`config.mk`:
```
export PLATFORM = sky130hd
export DESIGN_NAME = integer_to_ascii_radix
export DESIGN_NICKNAME = d
export VERILOG_FILES = /design/src/rtl/i2a_pkg.sv /design/src/rtl/i2a_front.sv /design/src/rtl/i2a_fifo.sv /design/src/rtl/i2a_back.sv /design/src/rtl/integer_to_ascii_radix.sv
export SDC_FILE = /design/constraint.sdc
export NUM_CORES = 1
export LEC_CHECK = 0
export BUFFER_PORTS_ARGS = -buffer_cell sky130_fd_sc_hd__buf_4
export CAP_MARGIN = 5
export CORE_MARGIN = 3
export CORE_UTILIZATION = 39
export CTS_CLUSTER_DIAMETER = 60
export DETAILED_ROUTE_END_ITERATION = 16
export GPL_ROUTABILITY_DRIVEN = 1
export PLACE_DENSITY = 0.6
export SLEW_MARGIN = 20
export SYNTH_ARGS = -nofsm -noshare
export SYNTH_HDL_FRONTEND = slang
export SYNTH_SLANG_ARGS = --single-unit
```
`constraint.sdc`:
```
create_clock -name clk -period 6.3 [get_ports clk]
set_clock_uncertainty 0.2 [all_clocks]
set_input_delay 1.89 -clock clk [delete_from_list [all_inputs] [get_ports clk]]
set_output_delay 1.89 -clock clk [all_outputs]
set_load 0.02 [all_outputs]
```
`src/rtl/i2a_pkg.sv`:
```
package i2a_pkg;

    // Field widths fixed by the stream format
    localparam int VALUE_BITS  = 64;
    localparam int RADIX_BITS  = 6;
    localparam int DIGIT_BITS  = 6;
    localparam int CHAR_BITS   = 7;
    localparam int S_TDATA_W   = 72;   // value + radix, padded to bytes
    localparam int M_TDATA_W   = 8;    // character, padded to a byte

    localparam logic [RADIX_BITS-1:0] RADIX_MIN = 6'd2;
    localparam logic [RADIX_BITS-1:0] RADIX_MAX = 6'd36;
    localparam logic [DIGIT_BITS-1:0] DEC_BASE  = 6'd10;
    localparam logic [CHAR_BITS-1:0]  ASCII_ZERO = 7'h30;
    localparam logic [CHAR_BITS-1:0]  ASCII_LC_A = 7'h61;

    // One queued conversion job
    typedef struct packed {
        logic [VALUE_BITS-1:0] value;
        logic [RADIX_BITS-1:0] radix;
    } job_t;

    function automatic logic [CHAR_BITS-1:0] digit_to_ascii(input logic [DIGIT_BITS-1:0] d);
        logic [CHAR_BITS-1:0] ch;
        if (d < DEC_BASE)
        begin
            ch = ASCII_ZERO + {1'b0, d};
        end
        else
        begin
            ch = ASCII_LC_A + {1'b0, d - DEC_BASE};
        end
        return ch;
    endfunction

endpackage

```
`src/rtl/i2a_front.sv`:
```
module i2a_front #(
    parameter int VALUE_WIDTH = 64
) (
    input  logic                           s_tvalid,
    output logic                           s_tready,
    input  logic [i2a_pkg::S_TDATA_W-1:0]  s_tdata,
    input  logic                           q_full,
    output logic                           q_push,
    output i2a_pkg::job_t                  q_job
);
    import i2a_pkg::*;

    localparam logic [VALUE_BITS-1:0] VALUE_MASK = {VALUE_BITS{1'b1}} >> (VALUE_BITS - VALUE_WIDTH);

    logic [RADIX_BITS-1:0] radix_in;
    logic [RADIX_BITS-1:0] radix_sat;

    assign radix_in = s_tdata[VALUE_BITS +: RADIX_BITS];

    // clamp radix into 2..36
    always_comb
    begin
        if (radix_in < RADIX_MIN)
        begin
            radix_sat = RADIX_MIN;
        end
        else if (radix_in > RADIX_MAX)
        begin
            radix_sat = RADIX_MAX;
        end
        else
        begin
            radix_sat = radix_in;
        end
    end

    assign s_tready    = ~q_full;
    assign q_push      = s_tvalid & ~q_full;
    assign q_job.value = s_tdata[VALUE_BITS-1:0] & VALUE_MASK;
    assign q_job.radix = radix_sat;

endmodule

```
`src/rtl/i2a_fifo.sv`:
```
module i2a_fifo (
    input  logic           clk,
    input  logic           rst_n,
    input  logic           push,
    input  i2a_pkg::job_t  push_job,
    output logic           full,
    input  logic           pop,
    output logic           not_empty,
    output i2a_pkg::job_t  head_job
);
    import i2a_pkg::*;

    // two-entry queue
    job_t       entry_reg [2];
    logic       wr_ptr_reg;
    logic       rd_ptr_reg;
    logic [1:0] fill_reg;

    assign full      = (fill_reg == 2'd2);
    assign not_empty = (fill_reg != 2'd0);
    assign head_job  = entry_reg[rd_ptr_reg];

    always_ff @(posedge clk)
    begin
        if (push)
        begin
            entry_reg[wr_ptr_reg] <= push_job;
        end
    end

    always_ff @(posedge clk or negedge rst_n)
    begin
        if (!rst_n)
        begin
            wr_ptr_reg <= 1'b0;
            rd_ptr_reg <= 1'b0;
            fill_reg   <= 2'd0;
        end
        else
        begin
            if (push)
            begin
                wr_ptr_reg <= ~wr_ptr_reg;
            end
            if (pop)
            begin
                rd_ptr_reg <= ~rd_ptr_reg;
            end
            if (push && !pop)
            begin
                fill_reg <= fill_reg + 2'd1;
            end
            else if (pop && !push)
            begin
                fill_reg <= fill_reg - 2'd1;
            end
        end
    end

endmodule

```
`src/rtl/i2a_back.sv`:
```
module i2a_back #(
    parameter int VALUE_WIDTH = 64,
    parameter int MAX_DIGITS  = 64
) (
    input  logic                           clk,
    input  logic                           rst_n,
    input  logic                           job_avail,
    input  i2a_pkg::job_t                  job,
    output logic                           job_pop,
    output logic                           m_tvalid,
    input  logic                           m_tready,
    output logic [i2a_pkg::M_TDATA_W-1:0]  m_tdata,
    output logic                           m_tlast
);
    import i2a_pkg::*;

    localparam int IW = $clog2(MAX_DIGITS);
    localparam int BW = $clog2(VALUE_WIDTH);
    localparam logic [IW-1:0] LAST_IDX = IW'(MAX_DIGITS - 1);
    localparam logic [BW-1:0] LAST_BIT = BW'(VALUE_WIDTH - 1);

    typedef enum logic [2:0] {IDLE, DIV, RD, LD, HOLD} state_t;

    state_t                 state_reg;
    logic [VALUE_WIDTH-1:0] quo_reg;
    logic [DIGIT_BITS-1:0]  rem_reg;
    logic [RADIX_BITS-1:0]  radix_reg;
    logic [BW-1:0]          bit_reg;
    logic [IW-1:0]          idx_reg;
    logic                   out_valid_reg;
    logic [CHAR_BITS-1:0]   char_reg;
    logic                   last_reg;

    logic [DIGIT_BITS-1:0]  store [MAX_DIGITS];
    logic [DIGIT_BITS-1:0]  rd_data_reg;

    // one restoring division step: shift in next quotient bit
    logic [DIGIT_BITS:0]    trial;
    logic                   q_bit;
    logic [DIGIT_BITS-1:0]  rem_next;
    logic [VALUE_WIDTH-1:0] quo_next;
    logic                   wr_en;

    assign trial    = {rem_reg, quo_reg[VALUE_WIDTH-1]};
    assign q_bit    = (trial >= {1'b0, radix_reg});
    assign rem_next = q_bit ? DIGIT_BITS'(trial - {1'b0, radix_reg}) : trial[DIGIT_BITS-1:0];
    assign quo_next = {quo_reg[VALUE_WIDTH-2:0], q_bit};
    assign wr_en    = (state_reg == DIV) && (bit_reg == '0);

    assign job_pop  = (state_reg == IDLE) && job_avail;
    assign m_tvalid = out_valid_reg;
    assign m_tdata  = {{(M_TDATA_W-CHAR_BITS){1'b0}}, char_reg};
    assign m_tlast  = last_reg;

    always_ff @(posedge clk)
    begin
        if (wr_en)
        begin
            store[idx_reg] <= rem_next;
        end
        rd_data_reg <= store[idx_reg];
    end

    always_ff @(posedge clk or negedge rst_n)
    begin
        if (!rst_n)
        begin
            state_reg     <= IDLE;
            quo_reg       <= '0;
            rem_reg       <= '0;
            radix_reg     <= RADIX_MIN;
            bit_reg       <= '0;
            idx_reg       <= '0;
            out_valid_reg <= 1'b0;
            char_reg      <= '0;
            last_reg      <= 1'b0;
        end
        else
        begin
            case (state_reg)
                IDLE:
                begin
                    if (job_avail)
                    begin
                        quo_reg   <= job.value[VALUE_WIDTH-1:0];
                        radix_reg <= job.radix;
                        rem_reg   <= '0;
                        bit_reg   <= LAST_BIT;
                        idx_reg   <= '0;
                        state_reg <= DIV;
                    end
                end
                DIV:
                begin
                    if (bit_reg == '0)
                    begin
                        // digit done, written to store at idx
                        if ((quo_next == '0) || (idx_reg == LAST_IDX))
                        begin
                            state_reg <= RD;
                        end
                        else
                        begin
                            quo_reg <= quo_next;
                            rem_reg <= '0;
                            bit_reg <= LAST_BIT;
                            idx_reg <= idx_reg + IW'(1);
                        end
                    end
                    else
                    begin
                        quo_reg <= quo_next;
                        rem_reg <= rem_next;
                        bit_reg <= bit_reg - BW'(1);
                    end
                end
                RD:
                begin
                    state_reg <= LD;
                end
                LD:
                begin
                    char_reg      <= digit_to_ascii(rd_data_reg);
                    last_reg      <= (idx_reg == '0);
                    out_valid_reg <= 1'b1;
                    state_reg     <= HOLD;
                end
                HOLD:
                begin
                    if (m_tready)
                    begin
                        out_valid_reg <= 1'b0;
                        if (idx_reg == '0)
                        begin
                            state_reg <= IDLE;
                        end
                        else
                        begin
                            idx_reg   <= idx_reg - IW'(1);
                            state_reg <= RD;
                        end
                    end
                end
                default:
                begin
                    state_reg <= IDLE;
                end
            endcase
        end
    end

    a_valid_in_hold: assert property (@(posedge clk) disable iff (!rst_n)
        out_valid_reg == (state_reg == HOLD))
        else $error("output valid outside HOLD");

    a_rem_below_radix: assert property (@(posedge clk) disable iff (!rst_n)
        (state_reg == DIV) |-> (rem_reg < radix_reg))
        else $error("partial remainder not below radix");

    a_radix_range: assert property (@(posedge clk) disable iff (!rst_n)
        (state_reg != IDLE) |-> (radix_reg >= RADIX_MIN && radix_reg <= RADIX_MAX))
        else $error("radix out of range in conversion");

    a_last_ends_run: assert property (@(posedge clk) disable iff (!rst_n)
        (out_valid_reg && m_tready && last_reg) |=> (state_reg == IDLE))
        else $error("run did not end after last character");

endmodule

```
`src/rtl/integer_to_ascii_radix.sv`:
```
// Channel  | Dir | Signals                     | Item
// ---------+-----+-----------------------------+------------------------------------
// s (in)   | in  | s_tvalid s_tready s_tdata   | value[63:0], radix[69:64], pad 0
// m (out)  | out | m_tvalid m_tready m_tdata   | character[6:0], pad 0; m_tlast=last
//
// Per item, the bit-serial divider retires one quotient bit per cycle for each digit,
// and each character then takes a store read (RD), an output load (LD) and a
// handshake (HOLD) that waits for m_tready.
// Reset (rst_n low, asynchronous) empties the two-entry job queue and idles the back end.
// Input keeps flowing into the queue while a conversion runs or a character stalls;
// s_tready drops only when both queue entries are held.
module integer_to_ascii_radix #(
    parameter int VALUE_WIDTH = 64,   // low bits of value that are converted, 8..64
    parameter int MAX_DIGITS  = 64    // digit store depth, 8..64
) (
    input  logic                           clk,
    input  logic                           rst_n,
    input  logic                           s_tvalid,
    output logic                           s_tready,
    input  logic [i2a_pkg::S_TDATA_W-1:0]  s_tdata,   // value[63:0], radix[69:64]
    output logic                           m_tvalid,
    input  logic                           m_tready,
    output logic [i2a_pkg::M_TDATA_W-1:0]  m_tdata,   // character[6:0]
    output logic                           m_tlast
);
    import i2a_pkg::*;

    logic q_full;
    logic q_push;
    logic q_pop;
    logic q_avail;
    job_t push_job;
    job_t head_job;

    // front: clamp radix, mask value, push into queue
    i2a_front #(
        .VALUE_WIDTH (VALUE_WIDTH)
    ) u_front (
        .s_tvalid (s_tvalid),
        .s_tready (s_tready),
        .s_tdata  (s_tdata),
        .q_full   (q_full),
        .q_push   (q_push),
        .q_job    (push_job)
    );

    // short job queue decoupling input from conversion
    i2a_fifo u_fifo (
        .clk       (clk),
        .rst_n     (rst_n),
        .push      (q_push),
        .push_job  (push_job),
        .full      (q_full),
        .pop       (q_pop),
        .not_empty (q_avail),
        .head_job  (head_job)
    );

    // back: serial divide into digit store, then emit most significant first
    i2a_back #(
        .VALUE_WIDTH (VALUE_WIDTH),
        .MAX_DIGITS  (MAX_DIGITS)
    ) u_back (
        .clk       (clk),
        .rst_n     (rst_n),
        .job_avail (q_avail),
        .job       (head_job),
        .job_pop   (q_pop),
        .m_tvalid  (m_tvalid),
        .m_tready  (m_tready),
        .m_tdata   (m_tdata),
        .m_tlast   (m_tlast)
    );

endmodule

```
## Word level (Yosys, flattened, before mapping)

Memories as Yosys holds them, arrays and structs flattened. A register that Yosys moved wholly into a read port is not among the register bits.
Cells that the tools add are included.

- $add $sub $neg: 9
- Magnitude comparators: 4
- Equal/unequal tests: 13
- Muxes and demuxes: 35
- Bitwise logic cells: 4
- Reduce and logical (&&, ||, !) cells: 21

Operator list:

| operator | number |
|---|---|
| $mux W64 | 3 |
| $pmux W64 S2 | 1 |
| $mux W6 | 13 |
| $logic_not A64 Y1 | 1 |
| $pmux W6 S2 | 2 |
| $pmux W6 S3 | 1 |
| $pmux W3 S5 | 1 |
| $logic_not A6 Y1 | 2 |
| $mux W3 | 4 |
| $sub A6 B1 Y6 const B | 2 |
| $ne A2 B2 Y1 const B | 5 |
| $reduce_bool A2 Y1 | 4 |
| $add A6 B6 Y7 const A | 1 |
| $add A7 B6 Y7 const A | 1 |
| $ge A7 B6 Y1 | 1 |
| $mux W7 | 1 |
| $add A6 B1 Y6 const B | 1 |
| $eq A3 B2 Y1 const B | 2 |
| $eq A6 B6 Y1 const B | 1 |
| $gt A6 B6 Y1 const B | 1 |
| $lt A6 B2 Y1 const B | 1 |
| $lt A6 B4 Y1 const B | 1 |
| $mux W2 | 3 |
| $reduce_and A6 Y1 | 1 |
| other kinds (21) | 32 |

- Bits in registers: 104
- RAM bits: 524
- Bits of input ports: 76
- Output and inout port bits: 11
- Word-level logic and storage cells: 100
- Memories: 2

Memories:

| name | words | bits a word | read ports | clocked after Yosys merged registers in | wr ports | line | source |
|---|---|---|---|---|---|---|---|
| u_back.store | 64 | 6 | 1 | 1 | 1 | i2a_back.sv:34 | `logic [DIGIT_BITS-1:0] store [MAX_DIGITS];` |
| u_fifo.entry_reg | 2 | 70 | 1 | 0 | 1 | i2a_fifo.sv:14 | `job_t entry_reg [2];` |

## Depth between registers and ports, before layout

Gate-level depths: netlist of run 1.

- Word-level depth: 7
- Mapped depth: 11
- Depth with buffers taken out: 10

## Hierarchy

From an unflattened synthesis of run 1, not the netlist that was laid out.

- Cell total of the unflattened synthesis: 1768
- Area total of the unflattened synthesis: 26740.6 µm²

Modules (own cells, without submodules):

| module | times used | cells each | area an instance (µm²) | sequential area each (µm²) |
|---|---|---|---|---|
| i2a_back | 1 | 1457 | 20578.5 | 14154.8 |
| i2a_fifo | 1 | 234 | 5591.6 | 4304.1 |
| i2a_front | 1 | 77 | 570.5 | 0.0 |

## Worst setup path before layout of run 1

Ideal clock, no wire load.

- Kind: input to register
- Start: input port s_tvalid
- End: memory u_fifo.entry_reg[0][0] (netlist bit), enable pin
- Setup time: 0.499 ns
- Arrival: 4.910 ns
- Required time: 5.601 ns
- Path slack: 0.691 ns
- Cell stages on the path: 2
- Buffers on the path: 0
- Cells stage by stage: nand2_1 > nor2_1

- Cells in the longest elaborated chain, start to end: 3

RTL lines:

| element | line | source |
|---|---|---|
| from (decl) | integer_to_ascii_radix.sv:18 | `input logic s_tvalid,` |
| $and A1 B1 Y1 | i2a_front.sv:38 | `assign q_push = s_tvalid & ~q_full;` |
| $mux W1 | i2a_fifo.sv:25 | `if (push)` |
| $mux W1 (not written as such) | i2a_fifo.sv:27 | `entry_reg[wr_ptr_reg] <= push_job;` |
| to (decl) | i2a_fifo.sv:14 |  |

Every way passes these cells.

## Worst setup path in the final report of run 1

- Start: register u_back.quo_reg[17]
- End: register u_back.quo_reg[37]

- Cells in the longest elaborated chain, start to end: 4

RTL lines:

| element | line | source |
|---|---|---|
| from (decl) | i2a_back.sv:25 | `logic [VALUE_WIDTH-1:0] quo_reg;` |
| from (signal assigned) | i2a_back.sv:85 | `quo_reg <= job.value[VALUE_WIDTH-1:0];` |
| from (signal assigned) | i2a_back.sv:104 | `quo_reg <= quo_next;` |
| from (signal assigned) | i2a_back.sv:112 | `quo_reg <= quo_next;` |
| $logic_not A64 Y1 | i2a_back.sv:98 | `if ((quo_next == '0) \|\| (idx_reg == LAST_IDX))` |
| $logic_or A1 B1 Y1 | i2a_back.sv:98 |  |
| $ne A3 B3 Y1 (no line) | - |  |
| $reduce_and A3 Y1 (no line) | - |  |

Every way passes these cells.
A chain may end at the register's enable or synchronous reset.

==> flow_metrics.env, run 1 <==
export IMPL_synth_fa_ha_area_share_pct=1.02
export IMPL_crit_fanout=60
export IMPL_ys_types=69
export IMPL_ctsResizeCount=0
export IMPL_final_area_um2=29600
export IMPL_yosys_area_top_type="edfxtp_1"
export IMPL_hpwl_um=38300
export IMPL_synth_nets=1852
export IMPL_ys_warnings_count=0
export IMPL_hold_viol_final=0
export IMPL_cp_slowest_cell="a211oi_1"
export IMPL_cap_viol_max_count=0
export IMPL_muxShareOfSynthArea_pct=8.73
export IMPL_cts_hold_buf=0
export IMPL_seq_power_share_pct=44.2
export IMPL_place_congestion=0.855
export IMPL_routedWlPerCell_um=22.4
export IMPL_antenna_cells=0
export IMPL_tightest_slew_ps=1190
export IMPL_antenna_found_initial=0
export IMPL_async_reset_ff_share_pct=16.4
export IMPL_relSlewSlack_pct=20.7
export IMPL_worstSetupPathType="reg -> reg"
export IMPL_synth_top_family_by_area="compound AO/OA/AOI/OAI gates"
export IMPL_fp_row_count=93
export IMPL_largest_reg_flops=384
export IMPL_drt_iter0_markers=1429
export IMPL_combPwrFrac_pct=31.8
export IMPL_cts_tree="built"
export IMPL_numCtsBuffers=68
export IMPL_viasPerCell=5.52
export IMPL_synth_xor_xnor_area_share_pct=0.576
export IMPL_worst_ep_required_time_ps=6560
export IMPL_yosys_area_share_simple_pct=6.68
export IMPL_syn_inst=1757
export IMPL_routed_wl_um=61100
export IMPL_p_leak_uw=0.0102
export IMPL_ys_flop_type="edfxtp_1"
export IMPL_cp_cell_sequence="nor4_1, nand4_1, a211oi_1, a31o_4, buf_12, buf_4, o21ai_0"
export IMPL_cp_end_kind="flip-flop"
export IMPL_p_switching_uw=5630
export IMPL_setup_viol=0
export IMPL_final_common_cell="edfxtp_1"
export IMPL_instances_no_fill=2735
export IMPL_drc_errors=0
export IMPL_drive_gt1_share_pct=16.2
export IMPL_power_density_nw_per_um2=542
export IMPL_cts_sinks=634
export IMPL_worstReg2RegStart="u_back.quo_reg[17]"
export IMPL_nets=1924
export IMPL_ys_seq_elements=634
export IMPL_grt_usage_pct=17.4
export IMPL_clockRootBuffer="clkbuf_16"
export IMPL_fin_crit_sh_pct=58.8
export IMPL_start_util_pct=39.7
export IMPL_area_growth_pct=14.3
export IMPL_dp_cells=2612
export IMPL_p_total_uw=16000
export IMPL_io_pins=87
export IMPL_rsz0062_at_grt="no"
export IMPL_overflow=0
export IMPL_io_buffers=83
export IMPL_multi_input_area_um2=6870
export IMPL_syn_area_per_cell_um2=14.7
export IMPL_p_sw_share_pct=35.1
export IMPL_cts_buffer_depth=3
export IMPL_core_region_area_um2=65000
export IMPL_outcome="completed"
export IMPL_crit_arrival_ps=3970
export IMPL_fill_cells=5676
export IMPL_fp_dieH_um=263
export IMPL_crit_start="u_back.quo_reg[17]"
export IMPL_cts_setup_buffers=0
export IMPL_p_clk_share_pct=24.0
export IMPL_grt_pass1_vias=15100
export IMPL_yosys_top_cells_area="edfxtp_1 61%, dfrtp_1 10%, mux2i_1 4.4%, mux4_2 2.6%, nor2_1 2.5%"
export IMPL_routed_via_count=15100
export IMPL_ant_nets=0
export IMPL_peakVddDrop_uv=595
export IMPL_detailed_place_area_um2=27300
export IMPL_fmax_mhz=270
export IMPL_hp_class="reg -> reg"
export IMPL_die_width_um=263
export IMPL_htreeDepth=3
export IMPL_drt_pass1_iter_count=6
export IMPL_min_period_ps=3700
export IMPL_synth_edf_count=524
export IMPL_clk_pin_slew_ps=60
export IMPL_synth_area_um2=25800
export IMPL_ys_seq_area_share_pct=71.4
export IMPL_synth_compound_area_share_pct=9.25
export IMPL_grt_pass1_wl_um=92700
export IMPL_max_stage_delay_ps=660
export IMPL_dieArea_um2=69400
export IMPL_drv_slew=0
export IMPL_min_from="u_back.char_reg[0]"
export IMPL_synth_top_area_share_pct=60.9
export IMPL_grt_max_degree=115
export IMPL_clock_latency_ps=610
export IMPL_internal_power_uw=10400
export IMPL_seq_area_um2=18500
export IMPL_cp_start_kind="flip-flop"
export IMPL_mostFrequentLayoutCells="524 x edfxtp_1, 168 x nor2_1, 116 x nand2_1"
export IMPL_finalSetupTns_ps=0
-- layer usage --
metal / part of all wire (%) / global-route usage (%) / vias up
met5: 0 / 0 / -
met4: 3.4 / 6.51 / 0
met3: 6.1 / 3.39 / 118
met2: 48 / 27.9 / 476
met1: 43 / 23.5 / 7609
li1: - / - / 6881
-- worst paths after layout --
path	endpoint	slack (ps)	depth (start not counted)
min	u_back.char_reg[0]	290	2
min in group asynchronous	u_back.char_reg[2]	1180	1
max reg2reg	u_back.quo_reg[37]	2600	7
max	u_back.quo_reg[37]	2600	7
max in group asynchronous	u_back.quo_reg[9]	3580	2
min reg2reg	u_back.char_reg[0]	290	2
-- stage by stage --
| step | utilization (%) | worst slack, ps | hold slack [ps] |
|---|---|---|---|
| final | 45.4 | 2600 | 285 |
| after global routing | 45.4 | 2410 | 310 |
| after CTS | 45.3 | 2500 | 290 |
| after detailed placement | 42.0 | 2450 | 276 |
| after global placement | 42.0 | 2480 | 269 |
| after floorplan | - | 691 | 250 |
-- cells in the mapped netlist (7+ instances only) --
master	count
nor4_1	17
o21ai_0	115
nor3_1	12
ha_1	17
o22ai_1	20
a22oi_1	22
xnor2_1	10
a221oi_1	44
a211oi_1	9
buf_4	8
nor2b_1	10
clkbuf_1	64
a21oi_1	102
a21o_1	7
buf_2	28
inv_1	21
mux2_2	40
and2_1	7
dfrtp_1	103
a22o_1	11
a221o_1	7
mux4_2	30
nand3_1	13
edfxtp_1	524
nor2_1	169
xor2_1	7
and3_1	8
mux2i_1	113
nand2_1	116
buf_1	9
-- critical path, delay by kind of cell (launching register included) --
family	cells	cell delay, ps
compound gates	3	1430
simple gates	2	890
buf+inv	2	600
flops	1	400
-- area by class of cell --
cell class / instances / area share (%)
Clock inverter: 33 / 1.08
Sequential cell: 634 / 62.5
Clock buffer: 88 / 6.19
Inverter: 23 / 0.292
Timing Repair Buffer: 115 / 3.07
Tap cell: 855 / 3.62
Multi-Input combinational cell: 987 / 23.2
-- cells by family after synthesis --
kind of cell    after synthesis
compound gates              377
xor+xnor                     17
fa+ha+maj                    20
buf+inv                     136
flops                       634
mux                         183
other cells                   1
simple gates                389
-- power by group through the flow --
stage                     Clock (µW)  Sequential (µW)  Combinational (µW)
after floorplan                    0             7020                3220
after global placement             0             7150                4890
after detailed placement           0             7180                5050
after CTS                       3920             7090                5070
after global routing            4100             7160                5520
final                           3850             7080                5100
Power figures use the tool's default switching activity.
==> run 2, diff against run 1 <==
==> constraint.sdc (replaced) <==
create_clock -name clk -period 3.6 [get_ports clk]
set_clock_uncertainty 0.2 [all_clocks]
set_input_delay 1.08 -clock clk [delete_from_list [all_inputs] [get_ports clk]]
set_output_delay 1.08 -clock clk [all_outputs]
set_load 0.02 [all_outputs]
==> run 2 against run 1 <==
Net effect: sequential cell count is the same; register-to-register slack lost 2300 ps; critical path type unchanged; worst setup slack lost 2300 ps; worst hold slack lost 170 ps; clock-buffer cell count grew 4; cell area grew 3.1%; fmax grew 12%; largest cell class unchanged.
==> flow_metrics.env, run 2 (synthesized netlist as in run 1, its figures left out) <==
export IMPL_outcome="completed"
export IMPL_cp_slowest_cell="dfrtp_4"
export IMPL_p_sw_share_pct=34.5
export IMPL_critPathBufInv=1
export IMPL_start_util_pct=39.7
export IMPL_cap_viol_max_count=0
export IMPL_rsz0062_at_grt="no"
export IMPL_cp_cell_sequence="nor2b_1, buf_12, nand3_1, nor2_1"
export IMPL_drv_slew=0
export IMPL_power_density_nw_per_um2=939
export IMPL_crit_arrival_ps=3350
export IMPL_p_clk_share_pct=23.9
export IMPL_worstReg2RegStart="u_back.idx_reg[0]"
export IMPL_cts_buffer_depth=3
export IMPL_mostFrequentLayoutCells="524 x edfxtp_1, 193 x buf_4, 167 x nor2_1"
export IMPL_internal_power_uw=18700
export IMPL_drt_iter0_markers=1471
export IMPL_combPwrFrac_pct=32.7
export IMPL_p_leak_uw=0.0107
export IMPL_max_stage_delay_ps=880
export IMPL_cts_hold_buf=0
export IMPL_p_total_uw=28600
export IMPL_tightest_slew_ps=1020
export IMPL_worstSetupPathType="reg -> reg"
export IMPL_fp_dieH_um=263
export IMPL_clockRootBuffer="clkbuf_16"
export IMPL_drt_pass1_iter_count=6
export IMPL_nets=2018
export IMPL_multi_input_area_um2=6870
export IMPL_grt_pass1_vias=15700
export IMPL_dieArea_um2=69400
export IMPL_cts_sinks=634
export IMPL_core_region_area_um2=65000
export IMPL_relSlewSlack_pct=31.9
export IMPL_grt_pass1_wl_um=95800
export IMPL_io_buffers=83
export IMPL_ctsResizeCount=0
export IMPL_fp_row_count=93
export IMPL_p_switching_uw=9860
export IMPL_routedWlPerCell_um=22.0
export IMPL_place_congestion=0.913
export IMPL_cts_tree="built"
export IMPL_final_common_cell="edfxtp_1"
export IMPL_utilization_pct=46.8
export IMPL_drive_gt1_share_pct=20.2
export IMPL_crit_fanout=47
export IMPL_largest_reg_flops=384
export IMPL_area_growth_pct=17.8
export IMPL_viasPerCell=5.47
export IMPL_fin_crit_sh_pct=92.2
export IMPL_setup_viol=0
export IMPL_hold_viol_final=0
export IMPL_critPathTopFamily="simple AND/OR/NAND/NOR gates"
export IMPL_grt_max_degree=105
export IMPL_grt_usage_pct=17.8
export IMPL_hpwl_um=40000
export IMPL_cp_end_kind="flip-flop"
export IMPL_setup_ws_ps=282
export IMPL_cp_start_kind="flip-flop"
export IMPL_clk_pin_slew_ps=60
export IMPL_die_width_um=263
export IMPL_drc_errors=0
export IMPL_seq_power_share_pct=43.4
export IMPL_fill_cells=5597
export IMPL_peakVddDrop_uv=1190
export IMPL_cts_setup_buffers=0
export IMPL_hp_class="in -> async"
export IMPL_pre_cts_slack_ps=221
export IMPL_seq_area_um2=18500
export IMPL_htreeDepth=3
export IMPL_numCtsBuffers=68
export IMPL_clock_latency_ps=600
export IMPL_worst_ep_required_time_ps=3630
export IMPL_crit_start="u_back.idx_reg[0]"
export IMPL_detailed_place_area_um2=28300
export IMPL_antenna_found_initial=0
export IMPL_routed_wl_um=62200
export IMPL_final_area_um2=30500
export IMPL_min_period_ps=3320
export IMPL_ant_nets=0
export IMPL_fmax_mhz=301
export IMPL_io_pins=87
export IMPL_overflow=0
export IMPL_routed_via_count=15500
run 2: cell types whose count changed in the layout (fill, tap and decap cells not counted), moves of 2 or more:
cell	previous run	this run
bufinv_16	3	5
clkinvlp_4	0	2
clkinv_4	2	0
clkinv_2	10	6
clkbuf_8	3	8
buf_4	112	193
clkinv_8	1	3
buf_12	2	16
inv_6	3	1
run 2: per-layer routing:
layer  GRT usage, %  up-vias  share of wire, %
met1           23.6     7770                42
met5              0        -                 0
met4           7.02        0               3.8
li1               -     7062                 -
met3           3.37      143               5.4
met2           29.3      503                48
run 2: worst paths after layout:
path | end | slack (ps) | depth (start not counted)
max | u_back.store[45][2] | 280 | 4
min | u_back.char_reg[1] | 110 | 1
max reg2reg | u_back.store[45][2] | 280 | 4
min reg2reg | u_back.radix_reg[3] | 280 | 2
max in group asynchronous | u_fifo.rd_ptr_reg | 2270 | 2
min in group clk | u_back.radix_reg[3] | 280 | 2
run 2: power groups by stage:
stage	Clock, µW	Sequential (µW)	Combinational, µW
floorplan	0	12000	5570
global placement	0	12500	9110
detailed placement	0	12600	9380
CTS	6970	12400	9400
global route	7290	12500	10100
finish	6830	12400	9350
run 2: per-stage QoR:
step	setup TNS, ps	hold WS (ps)	instances
3_5_place_dp	0	272	2708
6_report	0	111	2829
2_1_floorplan	-36490	250	1757
4_1_cts	0	80.6	2828
3_3_place_gp	0	269	2708
5_1_grt	0	82.3	2828
run 2: area by class of cell:
| cell class | count | area share (%) |
|---|---|---|
| sequential | 634 | 60.7 |
| clock buffer | 92 | 6.15 |
| multi-input combinational | 987 | 22.5 |
| clock inverter | 28 | 1.04 |
| antenna | 1 | 0.00822 |
| inverter | 23 | 0.283 |
| timing repair buffer | 209 | 5.81 |
| tap | 855 | 3.51 |
